`config.mk`:
```
export PLATFORM = sky130hd
export DESIGN_NAME = utf8_stream_decoder_unit
export DESIGN_NICKNAME = d
export VERILOG_FILES = /design/src/hdl/u8sd_pkg.sv /design/src/hdl/utf8_stream_decoder_unit.sv
export SDC_FILE = /design/constraint.sdc
export NUM_CORES = 1
export LEC_CHECK = 0
export BUFFER_PORTS_ARGS = -buffer_cell sky130_fd_sc_hd__buf_2
export CORE_AREA = 3 3 163 102
export CTS_BUF_LIST = sky130_fd_sc_hd__clkbuf_4 sky130_fd_sc_hd__clkbuf_8 sky130_fd_sc_hd__clkbuf_16
export CTS_CLUSTER_DIAMETER = 60
export CTS_CLUSTER_SIZE = 24
export DETAILED_ROUTE_END_ITERATION = 16
export DIE_AREA = 0 0 166 105
export PLACE_DENSITY = 0.72
export SLEW_MARGIN = 20
export SYNTH_ARGS = -nofsm -noshare
export SYNTH_HDL_FRONTEND = slang
export SYNTH_SLANG_ARGS = --single-unit
```
`constraint.sdc`:
```
create_clock -name clock -period 5.1 [get_ports clock]
set_input_delay 0.255 -clock clock [delete_from_list [all_inputs] [get_ports clock]]
set_output_delay 0.255 -clock clock [all_outputs]
set_load 0.03 [all_outputs]
```
`src/hdl/u8sd_pkg.sv`:
```
// Shared types and constants for the UTF-8 stream decoder.
// Used by the decoder top level, its port checker and the testbench; depends on nothing.
`default_nettype none

package u8sd_pkg;

   // result kinds
   typedef enum logic [1:0] {
      KIND_DECODED  = 2'd0,
      KIND_REPLACED = 2'd1,
      KIND_ILLEGAL  = 2'd2,
      KIND_CUT      = 2'd3
   } kind_type;

   // register word index (paddr[2])
   localparam logic REG_STRICT  = 1'b0;
   localparam logic REG_PARTIAL = 1'b1;

   // csr address width and reset values
   localparam int unsigned CSR_ADDR_W    = 3;
   localparam logic        STRICT_RESET  = 1'b1;
   localparam logic        PARTIAL_RESET = 1'b0;

   // code point constants
   localparam logic [20:0] CP_REPLACEMENT = 21'h00FFFD;
   localparam logic [20:0] CP_MAX         = 21'h10FFFF;
   localparam logic [20:0] CP_SURR_LO     = 21'h00D800;
   localparam logic [20:0] CP_SURR_HI     = 21'h00DFFF;

   // byte class limits
   localparam logic [7:0] BYTE_ASCII_END = 8'h80;
   localparam logic [7:0] LEAD2_LO       = 8'hC2;
   localparam logic [7:0] LEAD2_HI       = 8'hDF;
   localparam logic [7:0] LEAD3_LO       = 8'hE0;
   localparam logic [7:0] LEAD3_HI       = 8'hEF;
   localparam logic [7:0] LEAD4_LO       = 8'hF0;
   localparam logic [7:0] LEAD4_HI       = 8'hF4;
   localparam logic [7:0] LEAD_E0        = 8'hE0;
   localparam logic [7:0] LEAD_ED        = 8'hED;
   localparam logic [7:0] LEAD_F0        = 8'hF0;
   localparam logic [7:0] LEAD_F4        = 8'hF4;
   localparam logic [7:0] CONT_LO        = 8'h80;
   localparam logic [7:0] CONT_HI        = 8'hBF;
   localparam logic [7:0] CONT_LO_E0     = 8'hA0;
   localparam logic [7:0] CONT_HI_ED     = 8'h9F;
   localparam logic [7:0] CONT_LO_F0     = 8'h90;
   localparam logic [7:0] CONT_HI_F4     = 8'h8F;

   // one result item
   typedef struct packed {
      logic [20:0] code_point;
      kind_type    kind;
      logic        last_of_run;
      logic        stream_done;
   } res_type;

   // outcome of taking a byte as a lead
   typedef struct packed {
      logic        emit;
      res_type     res;
      logic        load;
      logic [2:0]  need;
      logic [20:0] acc;
      logic        stop;
   } lead_type;

   // result queue depth
   localparam int unsigned FIFO_DEPTH = 4;
   localparam int unsigned FIFO_AW    = $clog2(FIFO_DEPTH);

endpackage

`default_nettype wire

```
`src/hdl/utf8_stream_decoder_unit.sv`:
```
// UTF-8 byte stream to code point decoder, top level.
// Depends on u8sd_pkg for result types, kinds and byte limits.
//
// Usage: bytes enter on the req_ channel (req_input_byte, req_last_byte marks
// the final byte of a stream); decoded code points, replacements and stop
// results leave on the rsp_ channel. A transfer happens on a channel at a
// clock edge where its valid is high and its stall is low.
// Each byte is decoded in the cycle it is taken; its zero, one or two results
// go into a four-entry result queue and the first is offered on the next
// cycle. One byte per cycle is taken while at most two results are queued,
// so bytes giving one result stream at one per cycle; a byte giving two
// results needs two transfers on the single result port.
// When the receiver stalls, the queue fills and req_stall rises once more
// than two results wait.
// The APB-style port writes strict_mode (address 0) and partial_input
// (address 4); write it only while no transfer is in flight.
// Synchronous reset empties the queue, drops any pending sequence and the
// halted condition, and restores strict_mode = 1, partial_input = 0.
`default_nettype none

module utf8_stream_decoder_unit
   import u8sd_pkg::*;
(
   input  wire logic                  clock,
   input  wire logic                  reset,
   // input byte channel
   input  wire logic                  req_valid,
   output logic                       req_stall,
   input  wire logic [7:0]            req_input_byte,
   input  wire logic                  req_last_byte,
   // result channel
   output logic                       rsp_valid,
   input  wire logic                  rsp_stall,
   output logic [20:0]                rsp_code_point,
   output logic [1:0]                 rsp_kind,
   output logic                       rsp_last_of_run,
   output logic                       rsp_stream_done,
   // configuration port
   input  wire logic                  psel,
   input  wire logic                  penable,
   input  wire logic                  pwrite,
   input  wire logic [CSR_ADDR_W-1:0] paddr,
   input  wire logic [31:0]           pwdata,
   output logic [31:0]                prdata,
   output logic                       pready
);

   // configuration registers
   logic strict_ff, partial_ff;
   logic csr_wr;

   // decoder state
   logic [7:0]  lead_ff, lead_in;
   logic [2:0]  need_ff, need_in;
   logic [1:0]  seen_ff, seen_in;
   logic [20:0] acc_ff, acc_in;
   logic        halted_ff, halted_in;

   // result queue
   res_type            fifo_ff [FIFO_DEPTH];
   logic [FIFO_AW-1:0] wr_ptr_ff, rd_ptr_ff;
   logic [FIFO_AW:0]   count_ff, count_in;

   // per-byte decode results
   res_type     res_c [2];
   logic [1:0]  cnt;
   logic        stopped;
   logic [7:0]  lo, hi;
   logic [1:0]  seen_next;
   lead_type    ld;
   logic        req_take, rsp_take;

   // classify a byte taken as a lead
   function automatic lead_type take_lead(input logic [7:0] b, input logic strict);
      lead_type l;
      l = '0;
      priority if (b < BYTE_ASCII_END) begin
         l.emit            = 1'b1;
         l.res.code_point  = {13'd0, b};
         l.res.kind        = KIND_DECODED;
      end else if (b >= LEAD2_LO && b <= LEAD2_HI) begin
         l.load = 1'b1;
         l.need = 3'd1;
         l.acc  = {16'd0, b[4:0]};
      end else if (b >= LEAD3_LO && b <= LEAD3_HI) begin
         l.load = 1'b1;
         l.need = 3'd2;
         l.acc  = {17'd0, b[3:0]};
      end else if (b >= LEAD4_LO && b <= LEAD4_HI) begin
         l.load = 1'b1;
         l.need = 3'd3;
         l.acc  = {18'd0, b[2:0]};
      end else if (strict) begin
         l.emit           = 1'b1;
         l.res.code_point = '0;
         l.res.kind       = KIND_ILLEGAL;
         l.stop           = 1'b1;
      end else begin
         l.emit           = 1'b1;
         l.res.code_point = CP_REPLACEMENT;
         l.res.kind       = KIND_REPLACED;
      end
      return l;
   endfunction

   // csr write and read
   assign pready = 1'b1;
   assign csr_wr = psel & penable & pwrite & pready;

   always_comb begin
      prdata = '0;
      unique case (paddr[2])
         REG_STRICT:  prdata[0] = strict_ff;
         REG_PARTIAL: prdata[0] = partial_ff;
         default:     prdata    = '0;
      endcase
   end

   always_ff @(posedge clock) begin
      if (reset) begin
         strict_ff  <= STRICT_RESET;
         partial_ff <= PARTIAL_RESET;
      end else if (csr_wr) begin
         unique case (paddr[2])
            REG_STRICT:  strict_ff  <= pwdata[0];
            REG_PARTIAL: partial_ff <= pwdata[0];
            default:     strict_ff  <= strict_ff;
         endcase
      end
   end

   // handshakes
   assign req_stall = (count_ff > (FIFO_AW+1)'(FIFO_DEPTH - 2));
   assign req_take  = req_valid & ~req_stall;
   assign rsp_valid = (count_ff != '0);
   assign rsp_take  = rsp_valid & ~rsp_stall;

   // byte decode: next state and up to two results
   always_comb begin
      res_c[0]  = '0;
      res_c[1]  = '0;
      cnt       = '0;
      stopped   = 1'b0;
      lead_in   = lead_ff;
      need_in   = need_ff;
      seen_in   = seen_ff;
      acc_in    = acc_ff;
      halted_in = halted_ff;
      lo        = CONT_LO;
      hi        = CONT_HI;
      seen_next = '0;
      ld        = '0;

      if (halted_ff) begin
         // drop bytes up to the end mark
         if (req_last_byte) begin
            halted_in = 1'b0;
         end
      end else begin
         if (need_ff != '0) begin
            // continuation range, narrowed on the first one
            if (seen_ff == '0) begin
               priority if (lead_ff == LEAD_E0) begin
                  lo = CONT_LO_E0;
               end else if (lead_ff == LEAD_ED) begin
                  hi = CONT_HI_ED;
               end else if (lead_ff == LEAD_F0) begin
                  lo = CONT_LO_F0;
               end else if (lead_ff == LEAD_F4) begin
                  hi = CONT_HI_F4;
               end else begin
                  lo = CONT_LO;
               end
            end
            if (req_input_byte >= lo && req_input_byte <= hi) begin
               seen_next = seen_ff + 2'd1;
               acc_in    = {acc_ff[14:0], req_input_byte[5:0]};
               seen_in   = seen_next;
               if ({1'b0, seen_next} >= need_ff) begin
                  res_c[0].code_point = {acc_ff[14:0], req_input_byte[5:0]};
                  res_c[0].kind       = KIND_DECODED;
                  cnt                 = 2'd1;
                  lead_in             = '0;
                  need_in             = '0;
                  seen_in             = '0;
                  acc_in              = '0;
               end
            end else begin
               // breaking byte
               lead_in = '0;
               need_in = '0;
               seen_in = '0;
               acc_in  = '0;
               if (strict_ff) begin
                  res_c[0].kind = KIND_ILLEGAL;
                  cnt           = 2'd1;
                  stopped       = 1'b1;
               end else begin
                  res_c[0].code_point = CP_REPLACEMENT;
                  res_c[0].kind       = KIND_REPLACED;
                  cnt                 = 2'd1;
                  ld                  = take_lead(req_input_byte, strict_ff);
               end
            end
         end else begin
            ld = take_lead(req_input_byte, strict_ff);
         end

         // apply the lead outcome
         if (ld.emit) begin
            res_c[cnt[0]] = ld.res;
            cnt           = cnt + 2'd1;
         end
         if (ld.load) begin
            lead_in = req_input_byte;
            need_in = ld.need;
            seen_in = '0;
            acc_in  = ld.acc;
         end
         if (ld.stop) begin
            stopped = 1'b1;
         end

         // stream end
         if (req_last_byte) begin
            if (need_in != '0 && !stopped) begin
               if (strict_ff || partial_ff) begin
                  res_c[cnt[0]].code_point = '0;
                  res_c[cnt[0]].kind       = KIND_CUT;
               end else begin
                  res_c[cnt[0]].code_point = CP_REPLACEMENT;
                  res_c[cnt[0]].kind       = KIND_REPLACED;
               end
               cnt = cnt + 2'd1;
            end
            lead_in   = '0;
            need_in   = '0;
            seen_in   = '0;
            acc_in    = '0;
            halted_in = 1'b0;
         end else if (stopped) begin
            halted_in = 1'b1;
         end

         // flags on the final result of this byte
         if (cnt != '0) begin
            res_c[cnt[1]].last_of_run = 1'b1;
            res_c[cnt[1]].stream_done = req_last_byte | stopped;
         end
      end
   end

   // queue occupancy
   always_comb begin
      count_in = count_ff;
      if (req_take) begin
         count_in = count_in + {1'b0, cnt};
      end
      if (rsp_take) begin
         count_in = count_in - (FIFO_AW+1)'(1);
      end
   end

   // decoder state and queue control
   always_ff @(posedge clock) begin
      if (reset) begin
         lead_ff   <= '0;
         need_ff   <= '0;
         seen_ff   <= '0;
         acc_ff    <= '0;
         halted_ff <= 1'b0;
         wr_ptr_ff <= '0;
         rd_ptr_ff <= '0;
         count_ff  <= '0;
      end else begin
         if (req_take) begin
            lead_ff   <= lead_in;
            need_ff   <= need_in;
            seen_ff   <= seen_in;
            acc_ff    <= acc_in;
            halted_ff <= halted_in;
            wr_ptr_ff <= wr_ptr_ff + FIFO_AW'(cnt);
         end
         if (rsp_take) begin
            rd_ptr_ff <= rd_ptr_ff + FIFO_AW'(1);
         end
         count_ff <= count_in;
      end
   end

   // queue payload
   always_ff @(posedge clock) begin
      if (req_take && cnt != '0) begin
         fifo_ff[wr_ptr_ff] <= res_c[0];
      end
      if (req_take && cnt == 2'd2) begin
         fifo_ff[wr_ptr_ff + FIFO_AW'(1)] <= res_c[1];
      end
   end

   // result port
   assign rsp_code_point  = fifo_ff[rd_ptr_ff].code_point;
   assign rsp_kind        = fifo_ff[rd_ptr_ff].kind;
   assign rsp_last_of_run = fifo_ff[rd_ptr_ff].last_of_run;
   assign rsp_stream_done = fifo_ff[rd_ptr_ff].stream_done;

endmodule

`default_nettype wire

```
# Yosys cells after proc, flatten, opt, wreduce, memory -nomap -nowiden

Memories as Yosys holds them, arrays and structs flattened. A register that Yosys moved wholly into a read port is not among the register bits.
Index checks and enable logic that the tools add are counted.

Add/subtract/negate cells: 8
Magnitude comparators: 17
Equality and inequality tests: 6
Muxes and demuxes: 114
Bitwise gates (word level): 12
Reductions and logical operators: 24

Operators with widths:

| operator                                                       | number |
|---|---|
| 50-bit two-way mux                                             | 8 |
| 50-bit bitwise mux                                             | 7 |
| 52-bit two-way mux                                             | 4 |
| 24-bit two-way mux                                             | 8 |
| 25-bit demux with 1-bit select                                 | 5 |
| 25-bit two-way mux                                             | 5 |
| 23-bit two-way mux                                             | 4 |
| 15-bit two-way mux                                             | 5 |
| 8-bit two-way mux                                              | 9 |
| 26-bit two-way mux                                             | 2 |
| 6-bit two-way mux                                              | 7 |
| 2-bit two-way mux                                              | 18 |
| 8-bit equality test (second input constant)                    | 4 |
| 8-bit >= comparator (second input constant)                    | 3 |
| 8-bit <= comparator (second input constant)                    | 3 |
| 3-bit two-way mux                                              | 8 |
| 1-bit two-way mux                                              | 18 |
| 18-bit two-way mux                                             | 1 |
| 16-bit two-way mux                                             | 1 |
| 3-bit nonzero test                                             | 4 |
| 2-bit by 1-bit adder with 2-bit output (second input constant) | 5 |
| 1-bit logical AND                                              | 10 |
| 5-bit two-way mux                                              | 2 |
| 8-bit >= comparator                                            | 1 |
| other kinds (24)                                               | 39 |

Bits in registers: 38
RAM bits: 100
Input port bits: 51
Memories: 1

Memories:

| memory  | depth | bits a word | read ports | clocked after Yosys merged registers in | write ports | RTL line                       | text |
|---|---|---|---|---|---|---|---|
| fifo_ff | 4     | 25          | 1          | 1                                       | 2           | utf8_stream_decoder_unit.sv:60 | `res_type fifo_ff [FIFO_DEPTH];` |

# Depth between registers and ports, before layout

Gate-level depths: netlist of the first run.

Depth after elaboration: 31
Gate-level depth with buffers: 25
Mapped depth without buffers: 23

# Worst setup path after synthesis of the first run

No wires, ideal clock.

Kind: register to register
From: reg seen_ff[0]
To: mem fifo_ff[0][0] in the netlist's numbering, enable pin
Library setup time: 0.442 ns
Arrival: 4.992 ns
Data required time: 4.658 ns
Setup slack: -0.334 ns
Cell stages (with the launch flop): 18
Path buffers: 1
Clock period less this slack: 5.434 ns
Path through: dfxtp_1 > inv_1 > ha_1 > nand4_1 > nand2b_1 > or3_1 > ha_1 > nor2b_1 > a311o_2 > nand2_2 > clkbuf_1 > nor2_1 > nor2_1 > ha_1 > o21bai_1 > o32a_1 > o221ai_1 > o21ai_0

RTL lines:

| what                   | RTL line                        | text |
|---|---|---|
| start, declared        | utf8_stream_decoder_unit.sv:55  | `logic [1:0] seen_ff, seen_in;` |
| start signal, assigned | utf8_stream_decoder_unit.sv:279 | `seen_ff <= seen_in;` |
| end, declared          | utf8_stream_decoder_unit.sv:60  |  |

# Worst setup path in the final report of the first run

From: reg seen_ff[0]
To: reg count_ff[1]

Longest elaborated chain between the ends: 21
Elaborated cells on any way between the ends: 43
Those cells by class: add/sub (5); order compare (3); mux (30); reduce/logical (5)

Ends and longest elaborated chain:

| what                                                                        | RTL line                                                         | text |
|---|---|---|
| 2-bit logical NOT                                                           | utf8_stream_decoder_unit.sv:162                                  | `if (seen_ff == '0) begin` |
| 6-bit two-way mux                                                           | utf8_stream_decoder_unit.sv:162                                  |  |
| 8-bit two-way mux                                                           | utf8_stream_decoder_unit.sv:160                                  | `if (need_ff != '0) begin` |
| 8-bit two-way mux                                                           | utf8_stream_decoder_unit.sv:154                                  | `if (halted_ff) begin` |
| 8-bit >= comparator or 8-bit <= comparator (tied branches)                  | utf8_stream_decoder_unit.sv:175                                  | `if (req_input_byte >= lo && req_input_byte <= hi) begin` |
| 1-bit logical AND                                                           | utf8_stream_decoder_unit.sv:175                                  |  |
| 2-bit two-way mux or 52-bit two-way mux (tied branches)                     | utf8_stream_decoder_unit.sv:175                                  |  |
| 2-bit two-way mux or 52-bit two-way mux (tied branches)                     | utf8_stream_decoder_unit.sv:160                                  |  |
| [... 4 more ...]                                                            | -                                                                |  |
| 2-bit by 1-bit adder with 2-bit output or 1-bit logical AND (tied branches) | utf8_stream_decoder_unit.sv:234, utf8_stream_decoder_unit.sv:226 |  |
| 2-bit two-way mux                                                           | utf8_stream_decoder_unit.sv:226                                  | `if (need_in != '0 && !stopped) begin` |
| 2-bit two-way mux (*)                                                       | utf8_stream_decoder_unit.sv:225                                  | `if (req_last_byte) begin` |
| 2-bit two-way mux (*) (2 in a row)                                          | utf8_stream_decoder_unit.sv:154                                  |  |
| 3-bit by 2-bit adder with 3-bit output (*)                                  | utf8_stream_decoder_unit.sv:257                                  | `count_in = count_in + {1'b0, cnt};` |
| 3-bit two-way mux (*)                                                       | utf8_stream_decoder_unit.sv:256                                  | `if (req_take) begin` |
| 3-bit by 1-bit subtractor with 3-bit output                                 | utf8_stream_decoder_unit.sv:260                                  | `count_in = count_in - (FIFO_AW+1)'(1);` |
| 3-bit two-way mux (*)                                                       | utf8_stream_decoder_unit.sv:259                                  | `if (rsp_take) begin` |
| end signal, assigned                                                        | utf8_stream_decoder_unit.sv:287                                  | `count_ff <= count_in;` |
| end, declared                                                               | utf8_stream_decoder_unit.sv:62                                   | `logic [FIFO_AW:0] count_ff, count_in;` |

Every way passes the cells marked *; elsewhere a longest branch is shown, timed or not. The select of a mux whose other input is x is not followed.
A chain may end at the register's enable or synchronous reset.

==> qor.txt, run 1 <==
=================================================================================================
Slew @ Worst Pin                                                                         0.984 ns
Non-filler instance count after layout                                                        928
Slowest cell on the critical path                                                            ha_1
Clock edge transition at the registers on the reported setup and hold paths               0.06 ns
Worst clock skew                                                                       0.00888 ns
Share of the clock period used by the worst path                                            90.9%
Cell with the most instances after synthesis                                             edfxtp_1
Total power per unit cell area                                                         446 nW/um2
GRT overflow                                                                                    0
Via count                                                                                    5476
Critical Path Max Stage Delay                                                             0.38 ns
Count of buffers inserted at the top-level ports                                               45
Number of standard cells after synthesis                                                      678
DRC violation total after the first TritonRoute iteration                                     575
Post-CTS Repair Setup Buffers                                                                   0
TritonCTS Buffers                                                                              17
Largest net degree at the start of global routing                                              46
Leading area contributor after synthesis                                                 edfxtp_1
Status                                                                               complete, no violations
Core Region                                                                             15200 um2
Post-detailed-route wirelength per cell                                                   19.7 um
Cells traversed along the worst timing path                                          inv_1 -> ha_1 -> nand4_1 -> nand2b_1 -> or3_1 -> ha_1 -> nor2b_1 -> or3_1 -> o221a_2 -> nor2_1 -> ha_1 -> inv_1 -> nor2_1 -> nor2_1 -> nor2_1 -> ha_1 -> ha_1 -> mux2i_1 -> ha_1 -> mux2_2 -> nor2_1
H-tree depth                                                                                    4
Crit. End Element                                                                        register
Die height                                                                                 105 um
CTS Sinks                                                                                     140
Number of placement rows                                                                       35
Number of hold violations in the final report                                                   0
Async set or reset register ratio after synthesis                                              0%
Most common flop cell mapped by yosys                                                    edfxtp_1
Count of antenna diodes in the layout                                                           0
Combinational fraction of design power                                                      28.5%
Max-slew headroom                                                                           33.8%
Max Freq                                                                                  216 MHz
Final core utilization                                                                      55.3%
Initial antenna violation count                                                                 0
Synth area leaders                                                                   edfxtp_1 40%, dfxtp_1 11%, mux4_2 7.5%
Switching Power                                                                           1.28 mW
Wire length of the first global-routing pass                                              29.2 mm
Number of buffer and inverter instances along the worst setup path                              2
Area grow syn2layout                                                                        11.3%
Placement-stage cell area                                                                7850 um2
Slew Viols, Final                                                                               0
Sw Ratio                                                                                    34.2%
Initial DRT Pass Iterations                                                                     5
Via count of the first global-routing pass                                                   5318
Sequential element share of the synthesized area                                            50.3%
Chip width                                                                                 166 um
Clock latency on the worst-skew pair                                                      0.42 ns
Post-CTS Resized                                                                                0
TritonCTS clock tree                                                                        built
Final net count                                                                               776
Clock network power share                                                                   31.4%
Total Die Area                                                                          17400 um2
Root buf cell                                                                           clkbuf_16
Static leakage                                                                            3.31 nW
Number of nets with antenna violations after routing                                            0
Critical Path Start Type                                                                 register
Most used cell, CP                                                                           ha_1
Critical setup path kind                                                             register to register
Cell type group with the largest total delay on the critical path                     adder cells
Endpoint required time on the critical path                                               5.45 ns
#FFs+latches synth                                                                            140
Hold bufs inserted after CTS                                                                    0
Share of the synthesized area in the top cell type                                          39.7%
Fraction of power consumed by sequential logic                                              40.1%
Total routed wirelength                                                                   18.3 mm
Internal power summed over all cells                                                      2.47 mW
I/O Pins                                                                                      111
Detail-routed via count per cell                                                             5.90
Half-perimeter wire length after placement                                                12.5 mm
Worst IR Drop VDD                                                                        0.233 mV
Post-synthesis instance area                                                             7550 um2
Starting Density                                                                            49.7%
All-layer global routing usage                                                              21.3%
Buffer depth of the longest clock path                                                          2
DRC                                                                                             0
Class of the most critical hold timing path                                          input port to register
Setup-failing EPs final                                                                         0
Top post-synthesis cells by count                                                    100 x edfxtp_1, 89 x nor2_1, 48 x o21ai_0
Number of distinct library cell variants in the gate-level netlist after synthesis             71
Crit path arrival time                                                                    4.99 ns
Fraction of layout cells with a size suffix above 1                                         20.4%
Critical Path Fanout Max                                                                       10
Mean Syn Cell Area                                                                       11.1 um2
Number of cells in the design after placement                                                 896
Ys Warns                                                                                        0
Min Tclk post-route                                                                       4.63 ns
Number of violations of the max-capacitance limit                                               0
Final instance area                                                                      8410 um2
Setup repair after global routing missed its margin                                            no
Gp weighted congestion                                                                      0.922
Number of flops mapped to enable cells by yosys                                               100
=================================================================================================
## path summary, 6_finish.rpt
check,start,endpoint,slack [ns],cells after the start
setup / recovery,seen_ff[0],count_ff[1],0.47,21
hold / removal,pwdata[0],partial_ff,0.1,3
setup reg to reg,seen_ff[0],count_ff[1],0.47,21
hold reg to reg,lead_ff[6],lead_ff[6],0.49,2
## through the flow
| step | worst slack (ns) | setup TNS, ns | power (mW) | hold WS, ns |
|---|---|---|---|---|
| 2_1_floorplan | -0.334 | -33.41 | 2.33 | 0.352 |
| 3_3_place_gp | 0.588 | 0 | 2.58 | 0.462 |
| 3_5_place_dp | 0.519 | 0 | 2.61 | 0.481 |
| 4_1_cts | 0.507 | 0 | 3.78 | 0.0759 |
| 5_1_grt | 0.125 | 0 | 3.92 | 0.109 |
| 6_report | 0.467 | 0 | 3.75 | 0.0963 |
## registers in the layout, summed over array words and instances (netlist names), named ones only
name / cells
count_ff: 3
partial_ff: 1
wr_ptr_ff: 2
seen_ff: 2
strict_ff: 1
rd_ptr_ff: 2
lead_ff: 8
acc_ff: 15
fifo_ff: 100
halted_ff: 1
need_ff: 3
## power groups by stage
stage          Combinational (mW)  Clock, mW  Sequential, mW
5_1_grt                      1.15       1.24            1.53
2_1_floorplan               0.884          0            1.44
3_3_place_gp                 1.05          0            1.52
3_5_place_dp                 1.07          0            1.53
6_report                     1.07       1.18            1.51
4_1_cts                      1.08       1.19            1.51
## worst min-delay path: cells and delay by family
family	cells	cell delay (ns)
multiplexers	1	0.06
buffers and inverters	1	0.09
AND/OR/NAND/NOR	1	0.07
## layer usage
metal | wire length, um | share of wire [%] | GRT usage [%] | vias up
met5 | 0 | 0 | 0 | -
met4 | 257 | 1.4 | 6.17 | 0
met3 | 1420 | 7.8 | 4.88 | 25
met2 | 7910 | 43 | 31.4 | 229
met1 | 8700 | 48 | 31.5 | 2678
li1 | - | - | - | 2544
## placed cells by master, fill, tap and decap left out, types with 13 or more instances in the layout
master and n:
o21ai_0 43, buf_2 45, dfxtp_1 39, conb_1 32, nor2_1 89, ha_1 13, inv_1 16, mux4_2 25
a22oi_1 22, mux2i_1 33, nand2_1 32, a21oi_1 36, edfxtp_1 100, clkbuf_16 17
## cell families (layout without fill, tap and decap cells)
| kind of cell | count (synthesis) | in the layout | share of synthesized area (%) |
|---|---|---|---|
| AND/OR/NAND/NOR | 200 | 200 | 13.0 |
| AO/OA/AOI/OAI | 163 | 163 | 14.0 |
| flip-flops | 140 | 140 | 50.3 |
| buffers and inverters | 88 | 105 | 6.54 |
| multiplexers | 68 | 68 | 13.4 |
| adder cells (fa/ha/maj) | 13 | 13 | 2.15 |
| XOR/XNOR | 4 | 4 | 0.464 |
| other | 2 | 32 | 0.0994 |
## area by class of cell
| type | instances | area, um2 |
|---|---|---|
| clock inverters | 12 | 115 |
| flip-flops and latches | 140 | 3800 |
| fillers | 1285 | 6790 |
| well taps | 203 | 254 |
| inverters | 16 | 60.1 |
| repair buffers | 57 | 328 |
| multi-input cells | 480 | 3400 |
| clock buffers | 20 | 448 |
Note: power is estimated with default switching activity, not from simulation.
==> run 2: changes to the inputs <==
- CORE_AREA: 3 3 163 102 -> 3 3 160 100
- DIE_AREA: 0 0 166 105 -> 0 0 163 103
- PLACE_DENSITY: 0.72 -> 0.75
==> run 2 against run 1 <==
  * Utilization increased by 2.5 points
  * Power decreased by 0.72%
  * Critical path depth decreased by 4
  * Cell area decreased by 0.57%
  * Sequential share of layout area increased by 0.26 points
  * Cell count decreased by 0.75%
  * Clock skew increased by 0.0024 ns
  * Combinational power about the same
  * Non-clock buffer count decreased by 2
  * Sequential cell count unchanged
  * Critical path type unchanged
  * Critical endpoint is now fifo_ff[0][21]
  * Largest power group unchanged
==> qor.txt, run 2 (synthesis results as in run 1) <==
==========================================================================================
Final core utilization                                                               57.8%
Class of the most critical hold timing path                                   input port to register
Crit. End Element                                                                 register
Depth of the worst register-to-register path                                            17
I/O Pins                                                                               111
Count of antenna diodes in the layout                                                    0
H-tree depth                                                                             4
Root buf cell                                                                    clkbuf_16
Post-CTS Resized                                                                         0
Worst IR Drop VDD                                                                 0.218 mV
TritonCTS clock tree                                                                 built
CTS Sinks                                                                              140
Core Region                                                                      14500 um2
Total Die Area                                                                   16800 um2
Most common cell after layout, fill and taps aside                                edfxtp_1
Number of placement rows                                                                34
Worst reg2reg startpoint                                                        seen_ff[0]
Highest-count cells in the layout ignoring fill and taps                      100 x edfxtp_1, 89 x nor2_1, 45 x buf_2, 43 x o21ai_0, 39 x dfxtp_1
Share of the clock period used by the worst path                                     92.2%
Endpoint of the most critical register-to-register path                       fifo_ff[0][21]
Area grow syn2layout                                                                 10.7%
Number of hold violations in the final report                                            0
Worst clock skew                                                                 0.0113 ns
Setup repair after global routing missed its margin                                     no
Die height                                                                          103 um
Via count                                                                             5595
Post-detailed-route wirelength per cell                                            19.6 um
Largest net degree at the start of global routing                                       46
Total power per unit cell area                                                  446 nW/um2
Hold bufs inserted after CTS                                                             0
TNS Setup                                                                             0 ns
Setup-failing EPs final                                                                  0
Max Freq                                                                           213 MHz
Critical Path Fanout Max                                                                23
FF-to-FF setup slack                                                               0.40 ns
Worst min-delay path startpoint                                                  pwdata[0]
Min Tclk post-route                                                                4.70 ns
Source of the critical timing path                                              seen_ff[0]
Static leakage                                                                     3.30 nW
All-layer global routing usage                                                       21.9%
Most used cell, CP                                                                    ha_1
Register with the highest flop count                                               fifo_ff
Largest register FFs                                                                   100
DRC                                                                                      0
Clock edge transition at the registers on the reported setup and hold paths        0.06 ns
Slew @ Worst Pin                                                                   1.03 ns
GRT overflow                                                                             0
Number of nets with antenna violations after routing                                     0
Critical setup path kind                                                      register to register
Endpoint required time on the critical path                                        5.18 ns
Slowest cell on the critical path                                                    buf_4
Critical Path Max Stage Delay                                                      0.39 ns
Initial antenna violation count                                                          0
Storage element area                                                              3800 um2
Via count of the first global-routing pass                                            5196
Wire length of the first global-routing pass                                       28.0 mm
Clock latency on the worst-skew pair                                               0.43 ns
Detail-routed via count per cell                                                      6.07
Area of the multi-input gates                                                     3390 um2
Initial DRT Pass Iterations                                                              6
Fraction of layout cells with a size suffix above 1                                  20.3%
Crit path arrival time                                                             4.79 ns
Critical Path Start Type                                                          register
Max-slew headroom                                                                    31.3%
Largest registers ranked by flip-flop count                                   fifo_ff: 100 flops, acc_ff: 15 flops, lead_ff: 8 flops
Gp weighted congestion                                                               0.950
Starting Density                                                                     52.2%
TritonCTS Buffers                                                                       17
Half-perimeter wire length after placement                                         12.2 mm
Slew Viols, Final                                                                        0
Cells traversed along the worst timing path                                   inv_1 -> ha_1 -> nand4_1 -> nand2b_1 -> or3_1 -> ha_1 -> nor2b_1 -> or3_1 -> o221a_2 -> nor2_1 -> ha_1 -> inv_1 -> nor3_1 -> mux2_4 -> nand2_2 -> o21ai_2 -> buf_4
Final net count                                                                        774
Buffer depth of the longest clock path                                                   2
DRC violation total after the first TritonRoute iteration                              757
Count of buffers inserted at the top-level ports                                        45
Status                                                                        complete, no violations
Fill cells                                                                            1212
Total routed wirelength                                                            18.0 mm
Endpoint of the worst setup timing path                                       fifo_ff[0][21]
Chip width                                                                          163 um
Post-CTS Repair Setup Buffers                                                            0
Number of violations of the max-capacitance limit                                        0
==========================================================================================
==> run 2: worst min-delay path by stage <==
stage	endpoint	cells past startpoint	slack, ns
floorplan	halted_ff	1	0.35
finish	partial_ff	3	0.08
detailed placement	lead_ff[5]	2	0.48
CTS	partial_ff	3	0.08
global route	partial_ff	3	0.09
global placement	lead_ff[6]	2	0.46
==> run 2: layer usage <==
layer	wire (um)	up-vias	global-route usage, %
li1	-	2527	-
met5	0	-	0
met2	7850	277	33.3
met1	7920	2768	31.1
met3	2010	23	5.82
met4	233	0	6.76
==> run 2: final cells by class <==
cell class	count	area share [%]
multi-input cells	480	40.6
flip-flops and latches	140	45.5
clock buffers	17	5.09
inverters	16	0.718
well taps	198	2.96
repair buffers	55	3.59
clock inverters	15	1.59
==> run 2: power breakdown <==
part / total (mW) / leakage [nW] / switching (mW) / internal [mW]
Combinational: 1.06 / 1.79 / 0.670 / 0.390
Sequential: 1.50 / 1.24 / 0.119 / 1.38
Clock: 1.16 / 0.269 / 0.526 / 0.638
Total: 3.73 / 3.30 / 1.31 / 2.41
==> run 2: worst max-delay path: cells and delay by family, from the launching register on <==
kind | cells | cell delay, ns
and+or+nand+nor | 8 | 1.76
adders and majority gates | 3 | 0.80
buffers and inverters | 3 | 0.69
AOI/OAI and AO/OA | 2 | 0.50
DFF | 1 | 0.31
muxes | 1 | 0.30
==> run 2: metrics by stage <==
step	power [mW]	hold WS [ns]	setup slack, ns	std cells	area, um2
2_1_floorplan	2.33	0.352	-0.334	708	7670
3_3_place_gp	2.56	0.464	0.612	889	7800
3_5_place_dp	2.59	0.482	0.506	889	7800
4_1_cts	3.74	0.0757	0.465	921	8360
5_1_grt	3.88	0.0944	0.141	921	8360
6_report	3.73	0.0848	0.398	921	8360
